[src/rtl/bse_pkg.sv]
package bse_pkg;

  // Fixed field widths of the request and result ports.
  localparam int KIND_W   = 3;
  localparam int ITEM_W   = 32;
  localparam int RESULT_W = 32;
  localparam int STATUS_W = 2;
  localparam int CAP_W    = 7;
  localparam int COUNT_W  = 7;

  // Capacity after reset.
  localparam logic [CAP_W-1:0] CAP_RESET = 7'd64;

  // Operation codes.
  localparam logic [KIND_W-1:0] KIND_PUSH   = 3'd0;
  localparam logic [KIND_W-1:0] KIND_POP    = 3'd1;
  localparam logic [KIND_W-1:0] KIND_PEEK   = 3'd2;
  localparam logic [KIND_W-1:0] KIND_SEARCH = 3'd3;
  localparam logic [KIND_W-1:0] KIND_SORT   = 3'd4;

  // Status codes.
  localparam logic [STATUS_W-1:0] ST_OK    = 2'd0;
  localparam logic [STATUS_W-1:0] ST_FULL  = 2'd1;
  localparam logic [STATUS_W-1:0] ST_EMPTY = 2'd2;

  // Status flags that travel with each result.
  typedef struct packed {
    logic [STATUS_W-1:0] status;
    logic                found;
    logic                is_full;
    logic                is_empty;
  } bse_flags_t;

endpackage

[src/rtl/bounded_stack_engine_unit.sv]
// Push goes from idle straight to the finish state; pop and peek add one memory read.
// Search: one entry per cycle from the top, stopping on a hit.
// Sort: bubble passes that shrink by one entry each, paced by the
// single read port and single write port of the entry memory.
// One request is in flight at a time; the output register lets the next request in.
// Reset (rst_ni low, asynchronous) empties the stack and sets capacity to 64.
module bounded_stack_engine_unit #(
  parameter int DEPTH      = 64,
  parameter int DATA_WIDTH = 32
) (
  input  logic                              clk_i,
  input  logic                              rst_ni,
  input  logic                              cfg_valid_i,
  output logic                              cfg_ready_o,
  input  logic [bse_pkg::CAP_W-1:0]         cfg_data_i,
  input  logic                              in_valid_i,
  output logic                              in_ready_o,
  input  logic [bse_pkg::KIND_W-1:0]        kind_i,
  input  logic signed [bse_pkg::ITEM_W-1:0] item_value_i,
  output logic                              out_valid_o,
  input  logic                              out_ready_i,
  output logic signed [bse_pkg::RESULT_W-1:0] result_value_o,
  output logic [bse_pkg::STATUS_W-1:0]      status_o,
  output logic                              found_o,
  output logic                              is_full_o,
  output logic                              is_empty_o,
  output logic [bse_pkg::COUNT_W-1:0]       count_o
);
  import bse_pkg::*;

  localparam int AW = $clog2(DEPTH);

  logic [CAP_W-1:0]      cap_q;
  logic [RESULT_W-1:0]   res_val;
  bse_flags_t            flags;
  logic                  mem_we;
  logic [AW-1:0]         mem_waddr;
  logic [DATA_WIDTH-1:0] mem_wdata;
  logic [AW-1:0]         mem_raddr;
  logic [DATA_WIDTH-1:0] mem_rdata;

  // Capacity register, always ready for a write.
  assign cfg_ready_o = 1'b1;
  always_ff @(posedge clk_i or negedge rst_ni) begin
    if (!rst_ni) begin
      cap_q <= CAP_RESET;
    end else if (cfg_valid_i) begin
      cap_q <= cfg_data_i;
    end
  end

  bse_ctrl #(
    .DEPTH      (DEPTH),
    .DATA_WIDTH (DATA_WIDTH)
  ) u_ctrl (
    .clk_i          (clk_i),
    .rst_ni         (rst_ni),
    .cap_i          (cap_q),
    .in_valid_i     (in_valid_i),
    .in_ready_o     (in_ready_o),
    .kind_i         (kind_i),
    .item_value_i   (item_value_i),
    .out_valid_o    (out_valid_o),
    .out_ready_i    (out_ready_i),
    .result_value_o (res_val),
    .flags_o        (flags),
    .count_o        (count_o),
    .mem_we_o       (mem_we),
    .mem_waddr_o    (mem_waddr),
    .mem_wdata_o    (mem_wdata),
    .mem_raddr_o    (mem_raddr),
    .mem_rdata_i    (mem_rdata)
  );

  bse_mem #(
    .DEPTH      (DEPTH),
    .DATA_WIDTH (DATA_WIDTH)
  ) u_mem (
    .clk_i   (clk_i),
    .we_i    (mem_we),
    .waddr_i (mem_waddr),
    .wdata_i (mem_wdata),
    .raddr_i (mem_raddr),
    .rdata_o (mem_rdata)
  );

  // Split the flag group onto the result ports.
  assign result_value_o = $signed(res_val);
  assign status_o       = flags.status;
  assign found_o        = flags.found;
  assign is_full_o      = flags.is_full;
  assign is_empty_o     = flags.is_empty;

endmodule

[src/rtl/bse_mem.sv]
module bse_mem #(
  parameter int DEPTH      = 64,
  parameter int DATA_WIDTH = 32
) (
  input  logic                       clk_i,
  input  logic                       we_i,
  input  logic [$clog2(DEPTH)-1:0]   waddr_i,
  input  logic [DATA_WIDTH-1:0]      wdata_i,
  input  logic [$clog2(DEPTH)-1:0]   raddr_i,
  output logic [DATA_WIDTH-1:0]      rdata_o
);

  logic [DATA_WIDTH-1:0] mem_q [DEPTH];
  logic [DATA_WIDTH-1:0] rdata_q;

  // Write port.
  always_ff @(posedge clk_i) begin
    if (we_i) begin
      mem_q[waddr_i] <= wdata_i;
    end
  end

  // Registered read port.
  always_ff @(posedge clk_i) begin
    rdata_q <= mem_q[raddr_i];
  end

  assign rdata_o = rdata_q;

endmodule

[src/rtl/bse_ctrl.sv]
module bse_ctrl #(
  parameter int DEPTH      = 64,
  parameter int DATA_WIDTH = 32
) (
  input  logic                          clk_i,
  input  logic                          rst_ni,
  input  logic [bse_pkg::CAP_W-1:0]     cap_i,
  input  logic                          in_valid_i,
  output logic                          in_ready_o,
  input  logic [bse_pkg::KIND_W-1:0]    kind_i,
  input  logic signed [bse_pkg::ITEM_W-1:0] item_value_i,
  output logic                          out_valid_o,
  input  logic                          out_ready_i,
  output logic [bse_pkg::RESULT_W-1:0]  result_value_o,
  output bse_pkg::bse_flags_t           flags_o,
  output logic [bse_pkg::COUNT_W-1:0]   count_o,
  output logic                          mem_we_o,
  output logic [$clog2(DEPTH)-1:0]      mem_waddr_o,
  output logic [DATA_WIDTH-1:0]         mem_wdata_o,
  output logic [$clog2(DEPTH)-1:0]      mem_raddr_o,
  input  logic [DATA_WIDTH-1:0]         mem_rdata_i
);
  import bse_pkg::*;

  localparam int AW = $clog2(DEPTH);
  localparam int CW = $clog2(DEPTH + 1);
  localparam int EW = (CW > CAP_W) ? CW : CAP_W;
  localparam logic [63:0] SIGN64 = 64'(1) << (DATA_WIDTH - 1);

  // Sequencer states.
  localparam logic [2:0] S_IDLE  = 3'd0;
  localparam logic [2:0] S_READ  = 3'd1;
  localparam logic [2:0] S_SRCH  = 3'd2;
  localparam logic [2:0] S_SLOAD = 3'd3;
  localparam logic [2:0] S_SRUN  = 3'd4;
  localparam logic [2:0] S_SLAST = 3'd5;
  localparam logic [2:0] S_FIN   = 3'd6;

  logic [2:0]            state_q, state_d;
  logic [CW-1:0]         cnt_q, cnt_d;
  logic [AW-1:0]         ptr_q, ptr_d;
  logic [AW-1:0]         last_q, last_d;
  logic [DATA_WIDTH-1:0] val_q, val_d;
  logic [DATA_WIDTH-1:0] cur_q, cur_d;
  logic [RESULT_W-1:0]   res_val_q, res_val_d;
  logic [STATUS_W-1:0]   res_st_q, res_st_d;
  logic                  res_found_q, res_found_d;
  logic                  out_valid_q, out_valid_d;
  logic [RESULT_W-1:0]   out_val_q;
  bse_flags_t            out_flags_q;
  logic [COUNT_W-1:0]    out_cnt_q;
  logic                  in_fire;
  logic                  out_load;
  logic [EW-1:0]         cap_ext;
  logic [EW-1:0]         eff_cap;
  logic                  full_now;
  logic [63:0]           rdata_ext;

  // Effective capacity is the register clamped to 1..DEPTH.
  assign cap_ext = EW'(cap_i);
  always_comb begin
    if (cap_ext == '0) begin
      eff_cap = EW'(1);
    end else if (cap_ext > EW'(DEPTH)) begin
      eff_cap = EW'(DEPTH);
    end else begin
      eff_cap = cap_ext;
    end
  end

  assign full_now   = (EW'(cnt_q) >= eff_cap);
  assign in_ready_o = (state_q == S_IDLE);
  assign in_fire    = in_valid_i && in_ready_o;
  assign out_load   = (state_q == S_FIN) && (!out_valid_q || out_ready_i);
  assign rdata_ext  = 64'(mem_rdata_i);

  // Operation sequencer with read-modify-write access to the entry memory.
  always_comb begin
    state_d     = state_q;
    cnt_d       = cnt_q;
    ptr_d       = ptr_q;
    last_d      = last_q;
    val_d       = val_q;
    cur_d       = cur_q;
    res_val_d   = res_val_q;
    res_st_d    = res_st_q;
    res_found_d = res_found_q;
    mem_we_o    = 1'b0;
    mem_waddr_o = ptr_q;
    mem_wdata_o = cur_q;
    mem_raddr_o = ptr_q;

    case (state_q)
      S_IDLE: begin
        if (in_fire) begin
          val_d       = DATA_WIDTH'($unsigned(item_value_i));
          res_val_d   = '0;
          res_st_d    = ST_OK;
          res_found_d = 1'b0;
          state_d     = S_FIN;
          case (kind_i)
            KIND_PUSH: begin
              if (full_now) begin
                res_st_d = ST_FULL;
              end else begin
                mem_we_o    = 1'b1;
                mem_waddr_o = AW'(cnt_q);
                mem_wdata_o = DATA_WIDTH'($unsigned(item_value_i));
                cnt_d       = cnt_q + 1'b1;
              end
            end
            KIND_POP, KIND_PEEK: begin
              if (cnt_q == '0) begin
                res_st_d  = ST_EMPTY;
                res_val_d = SIGN64[RESULT_W-1:0];
              end else begin
                mem_raddr_o = AW'(cnt_q - 1'b1);
                state_d     = S_READ;
                if (kind_i == KIND_POP) begin
                  cnt_d = cnt_q - 1'b1;
                end
              end
            end
            KIND_SEARCH: begin
              if (cnt_q != '0) begin
                mem_raddr_o = AW'(cnt_q - 1'b1);
                ptr_d       = AW'(cnt_q - 1'b1);
                state_d     = S_SRCH;
              end
            end
            KIND_SORT: begin
              if (cnt_q > CW'(1)) begin
                mem_raddr_o = '0;
                last_d      = AW'(cnt_q - 1'b1);
                state_d     = S_SLOAD;
              end
            end
            default: begin
            end
          endcase
        end
      end

      S_READ: begin
        res_val_d = rdata_ext[RESULT_W-1:0];
        state_d   = S_FIN;
      end

      // Scan from the top down, one entry per cycle.
      S_SRCH: begin
        if (mem_rdata_i == val_q) begin
          res_found_d = 1'b1;
          state_d     = S_FIN;
        end else if (ptr_q == '0) begin
          state_d = S_FIN;
        end else begin
          ptr_d       = ptr_q - 1'b1;
          mem_raddr_o = ptr_q - 1'b1;
        end
      end

      // Start of a bubble pass: the bottom entry becomes the carried word.
      S_SLOAD: begin
        cur_d       = mem_rdata_i;
        ptr_d       = '0;
        mem_raddr_o = AW'(1);
        state_d     = S_SRUN;
      end

      // Carry the larger word upward, write the smaller one back.
      S_SRUN: begin
        mem_we_o    = 1'b1;
        mem_waddr_o = ptr_q;
        if ($signed(cur_q) > $signed(mem_rdata_i)) begin
          mem_wdata_o = mem_rdata_i;
        end else begin
          mem_wdata_o = cur_q;
          cur_d       = mem_rdata_i;
        end
        mem_raddr_o = ptr_q + AW'(2);
        if (ptr_q + 1'b1 == last_q) begin
          state_d = S_SLAST;
        end else begin
          ptr_d = ptr_q + 1'b1;
        end
      end

      // The carried word lands at the top of the pass.
      S_SLAST: begin
        mem_we_o    = 1'b1;
        mem_waddr_o = last_q;
        mem_wdata_o = cur_q;
        mem_raddr_o = '0;
        if (last_q == AW'(1)) begin
          state_d = S_FIN;
        end else begin
          last_d  = last_q - 1'b1;
          state_d = S_SLOAD;
        end
      end

      S_FIN: begin
        if (out_load) begin
          state_d = S_IDLE;
        end
      end

      default: begin
        state_d = S_IDLE;
      end
    endcase
  end

  assign out_valid_d = out_load || (out_valid_q && !out_ready_i);

  // Control registers.
  always_ff @(posedge clk_i or negedge rst_ni) begin
    if (!rst_ni) begin
      state_q     <= S_IDLE;
      cnt_q       <= '0;
      out_valid_q <= 1'b0;
    end else begin
      state_q     <= state_d;
      cnt_q       <= cnt_d;
      out_valid_q <= out_valid_d;
    end
  end

  // Working registers.
  always_ff @(posedge clk_i) begin
    ptr_q       <= ptr_d;
    last_q      <= last_d;
    val_q       <= val_d;
    cur_q       <= cur_d;
    res_val_q   <= res_val_d;
    res_st_q    <= res_st_d;
    res_found_q <= res_found_d;
  end

  // Output register, loaded when the result slot is free.
  always_ff @(posedge clk_i) begin
    if (out_load) begin
      out_val_q            <= res_val_q;
      out_flags_q.status   <= res_st_q;
      out_flags_q.found    <= res_found_q;
      out_flags_q.is_full  <= full_now;
      out_flags_q.is_empty <= (cnt_q == '0);
      out_cnt_q            <= COUNT_W'(cnt_q);
    end
  end

  assign out_valid_o    = out_valid_q;
  assign result_value_o = out_val_q;
  assign flags_o        = out_flags_q;
  assign count_o        = out_cnt_q;

  // The fill count never passes the memory depth.
  a_cnt_bound: assert property (@(posedge clk_i) disable iff (!rst_ni)
    cnt_q <= CW'(DEPTH))
    else $error("fill count above depth");

  // During a sort pass the write and the read never hit the same entry.
  a_sort_no_overlap: assert property (@(posedge clk_i) disable iff (!rst_ni)
    (state_q == S_SRUN) |-> (mem_waddr_o != mem_raddr_o))
    else $error("sort read and write collide");

  // An accepted push with room grows the stack by one.
  a_push_grows: assert property (@(posedge clk_i) disable iff (!rst_ni)
    (in_fire && kind_i == KIND_PUSH && !full_now) |=> cnt_q == $past(cnt_q) + 1'b1)
    else $error("push did not grow the stack");

  // A result appears only from the finishing state.
  a_out_from_fin: assert property (@(posedge clk_i) disable iff (!rst_ni)
    $rose(out_valid_q) |-> $past(state_q) == S_FIN)
    else $error("result without finished request");

  // A sort pass always covers at least two entries.
  a_pass_len: assert property (@(posedge clk_i) disable iff (!rst_ni)
    (state_q == S_SRUN || state_q == S_SLAST) |-> last_q != '0)
    else $error("empty sort pass");

endmodule

[config.mk]
export PLATFORM = sky130hd
export DESIGN_NAME = bounded_stack_engine_unit
export DESIGN_NICKNAME = d
export VERILOG_FILES = /design/src/rtl/bse_pkg.sv /design/src/rtl/bounded_stack_engine_unit.sv /design/src/rtl/bse_mem.sv /design/src/rtl/bse_ctrl.sv
export SDC_FILE = /design/constraint.sdc
export NUM_CORES = 2
export LEC_CHECK = 0
export BUFFER_PORTS_ARGS = -buffer_cell sky130_fd_sc_hd__buf_2
export CAP_MARGIN = 20
export CORE_MARGIN = 2
export CORE_UTILIZATION = 50
export DETAILED_ROUTE_END_ITERATION = 6
export PLACE_DENSITY_LB_ADDON = 0.2
export SLEW_MARGIN = 25
export SYNTH_ARGS = -nofsm -noshare
export SYNTH_HDL_FRONTEND = slang
export SYNTH_SLANG_ARGS = --single-unit
[constraint.sdc]
create_clock -name clk_i -period 5.4 [get_ports clk_i]
set_input_delay 0.27 -clock clk_i [delete_from_list [all_inputs] [get_ports clk_i]]
set_output_delay 0.27 -clock clk_i [all_outputs]
set_load 0.05 [all_outputs]
==> flow_metrics.env <==
export IMPL_tritoncts="yes"
export IMPL_r2r_slack_ns=0.20
export IMPL_dpl_hpwl_um=179000
export IMPL_slew_headroom=0.315
export IMPL_rows=156
export IMPL_finalSetupViolations=0
export IMPL_status="finished, violations left"
export IMPL_root_buffer="clkbuf_16"
export IMPL_cp_slowest_stage_delay_ns=0.66
export IMPL_antenna_found_initial=18
export IMPL_ys_seq_elements=2253
export IMPL_cp_common_cell="buf_4"
export IMPL_worst_path_buf_inv=4
export IMPL_slew_violations=0
export IMPL_hold_class="input pin to flop"
export IMPL_io_pins=94
export IMPL_post_dp_cell_area_um2=98400
export IMPL_routed_wl_um=286000
export IMPL_htreeDepth=4
export IMPL_grt_pass1_wl_um=402000
export IMPL_fill_cells=13900
export IMPL_die_h_um=431
export IMPL_avgRoutedWirePerCell_um=29.9
export IMPL_synth_top_cell_by_area="edfxtp_1"
export IMPL_coreArea_um2=181000
export IMPL_syn_area_um2=91000
export IMPL_cp_end_kind="flop"
export IMPL_grt_overflow_total=0
export IMPL_async_flop_share=0.00799
export IMPL_r2r_start="u_ctrl.ptr_q[2]"
export IMPL_hold_depth=2
export IMPL_worstSkewPairLatency_ns=0.89
export IMPL_drc=1
export IMPL_viasPerCell=6.18
export IMPL_place_congestion=0.966
export IMPL_fmax_mhz=192
export IMPL_grt_pass1_vias=54600
export IMPL_synthCells=6592
export IMPL_hold_viol_final=0
export IMPL_layout_drive_gt1_share=0.135
export IMPL_die_area_um2=186000
export IMPL_postLayoutCellArea_um2=106000
export IMPL_clock_sinks=2253
export IMPL_worstSetupPathType="flop to flop"
export IMPL_final_cell_mix="edfxtp_1, nand2_1, nand3_1"
export IMPL_required_ns=6.15
export IMPL_maxCapViolations=0
export IMPL_critPathArrivalTime_ns=5.95
export IMPL_skew_ns=0.0404
export IMPL_synth_warnings=0
export IMPL_synth_top_area_frac=0.727
export IMPL_critical_path_top_delay_family="compound AO/OA/AOI/OAI gates"
export IMPL_min_from="item_value_i[27]"
export IMPL_final_util=0.586
export IMPL_initial_utilization=0.504
export IMPL_final_antenna_net_count=0
export IMPL_portBuffers=92
export IMPL_grt_total_usage=0.304
export IMPL_cp_max_fo=23
export IMPL_critPathLaunch="u_ctrl.ptr_q[2]"
export IMPL_hold_end="u_ctrl.val_q[27]"
export IMPL_tightest_slew_ns=1.02
export IMPL_synth_nets=6689
export IMPL_synth_seq_area_share=0.739
export IMPL_post_route_min_period_ns=5.20
export IMPL_final_common_cell="edfxtp_1"
export IMPL_die_x_um=431
export IMPL_crit_path_top_delay_cell="o311ai_0"
export IMPL_min_period_over_period=0.964
export IMPL_drt_iter0_markers=8827
export IMPL_syn_to_final_growth_pct=16.4
export IMPL_clk_pin_slew_ns=0.06
export IMPL_final_nets=7106
export IMPL_yosys_most_used_dff="edfxtp_1"
export IMPL_path_cells="nor4_1 > nand2_1 > o311ai_0 > buf_4 > a221oi_4 > buf_4 > a31o_4 > buf_4 > buf_4 > a211oi_1 > a311oi_1 > o21ai_1 > nand4_1 > or4_1"
export IMPL_synth_edf_count=2203
export IMPL_grt_max_degree=86
export IMPL_startpoint_type="flop"
export IMPL_grt_setup_unrepaired="false"
export IMPL_vias=59200
export IMPL_hold_worst_slack_ns=0.139
export IMPL_synth_area_leaders="edfxtp_1, nand2_1, nand3_1"
export IMPL_reg2reg_depth=14
export IMPL_violations="design-rule violations"
export IMPL_final_setup_tns_ns=0
export IMPL_synth_cell_types=84
export IMPL_numCtsBuffers=219
export IMPL_dr_pass1_iters=7
export IMPL_clockBufferDepth=3
export IMPL_rr_endpoint="u_mem.rdata_o[27]"
export IMPL_avgSynthCellArea_um2=13.8
## worst max path at each step
stage | to | slack (ns) | cells after the start
after floorplan | u_mem.mem_q[36][0] | 0.21 | 14
after global placement | u_mem.rdata_o[27] | 0.15 | 14
after detailed placement | u_mem.mem_q[56][26] | 0.22 | 15
after CTS | u_mem.mem_q[56][31] | 0.18 | 15
after global routing | u_mem.rdata_o[3] | 0.01 | 15
final | u_mem.rdata_o[27] | 0.20 | 14
## synthesized netlist by cell type, types with 17 or more instances
master / instances
a21oi_1: 97
clkbuf_1: 164
mux2i_1: 424
a311oi_1: 67
nand2_1: 1434
nor2_1: 162
buf_1: 71
buf_2: 147
o21ai_0: 52
ha_1: 50
a22oi_1: 103
a211oi_1: 52
o211ai_1: 30
buf_4: 17
or4_1: 20
dfxtp_1: 32
nand3_1: 904
dfrtp_1: 17
xnor2_1: 21
edfxtp_1: 2203
xor2_1: 37
inv_1: 108
a32oi_1: 34
nand4_1: 99
## repair_timing
item / in CTS / in global routing
gates resized for setup: 0 / 1
endpoints found under the setup margin: 0 / 16
hold endpoints to repair: 68 / 0
buffers inserted: 0 / 5
hold buffers: 56 / 0
## registers in the layout (all words and copies together), names as in the netlist
signal                 cells
u_ctrl.result_value_o     32
u_ctrl.cnt_q               7
u_mem.rdata_o             32
u_ctrl.count_o             7
u_ctrl.res_st_q            2
u_ctrl.flags_o             5
u_ctrl.last_q              6
u_ctrl.out_valid_o         1
u_ctrl.state_q             3
u_ctrl.ptr_q               6
u_ctrl.res_val_q          32
cap_q                      7
u_ctrl.cur_q              32
u_mem.mem_q             2048
u_ctrl.val_q              32
u_ctrl.res_found_q         1
## routing by layer
metal,share of wire,GRT usage
met1,0.39,0.424
met2,0.45,0.460
met3,0.11,0.0611
met4,0.053,0.140
met5,0.00023,0
## stage by stage
stage / setup slack (ns) / cells
after global routing: 0.00967 / 9571
final: 0.197 / 9578
after detailed placement: 0.225 / 9096
after global placement: 0.148 / 9089
after CTS: 0.184 / 9563
after floorplan: 0.213 / 6592
## area by class of cell
class / count / area [µm²] / share of cell area
Clock inverter: 130 / 1040 / 0.00980
Timing Repair Buffer: 595 / 6150 / 0.0580
Antenna cell: 9 / 22.5 / 0.000212
Multi-Input combinational cell: 3830 / 22300 / 0.210
Clock buffer: 281 / 5870 / 0.0553
Tap cell: 2370 / 2970 / 0.0280
Sequential cell: 2253 / 67200 / 0.634
Inverter: 110 / 414 / 0.00391
## worst reg2reg max path, delay by kind of cell, from the launching register on
| kind | cells | cell delay, ns |
|---|---|---|
| AO/OA/AOI/OAI | 6 | 1.83 |
| AND/OR/NAND/NOR | 4 | 1.82 |
| buffers and inverters | 4 | 0.96 |
| flip-flops | 1 | 0.49 |
## cells by family (layout without fill, tap and decap cells)
logic type / Yosys count / in the layout / synth area share
buffers and inverters: 509 / 1116 / 0.0237
DFF: 2253 / 2253 / 0.739
other: 1 / 10 / 0.0000412
adders and majority gates: 50 / 50 / 0.00687
and+or+nand+nor: 2727 / 2727 / 0.132
xor gates and xnor gates: 58 / 58 / 0.00558
AOI/OAI and AO/OA: 557 / 557 / 0.0448
muxes: 437 / 437 / 0.0485
Power is left out: the tool's default activity adds up to more than one toggle a clock period on the data nets, which glitch-free logic cannot reach.
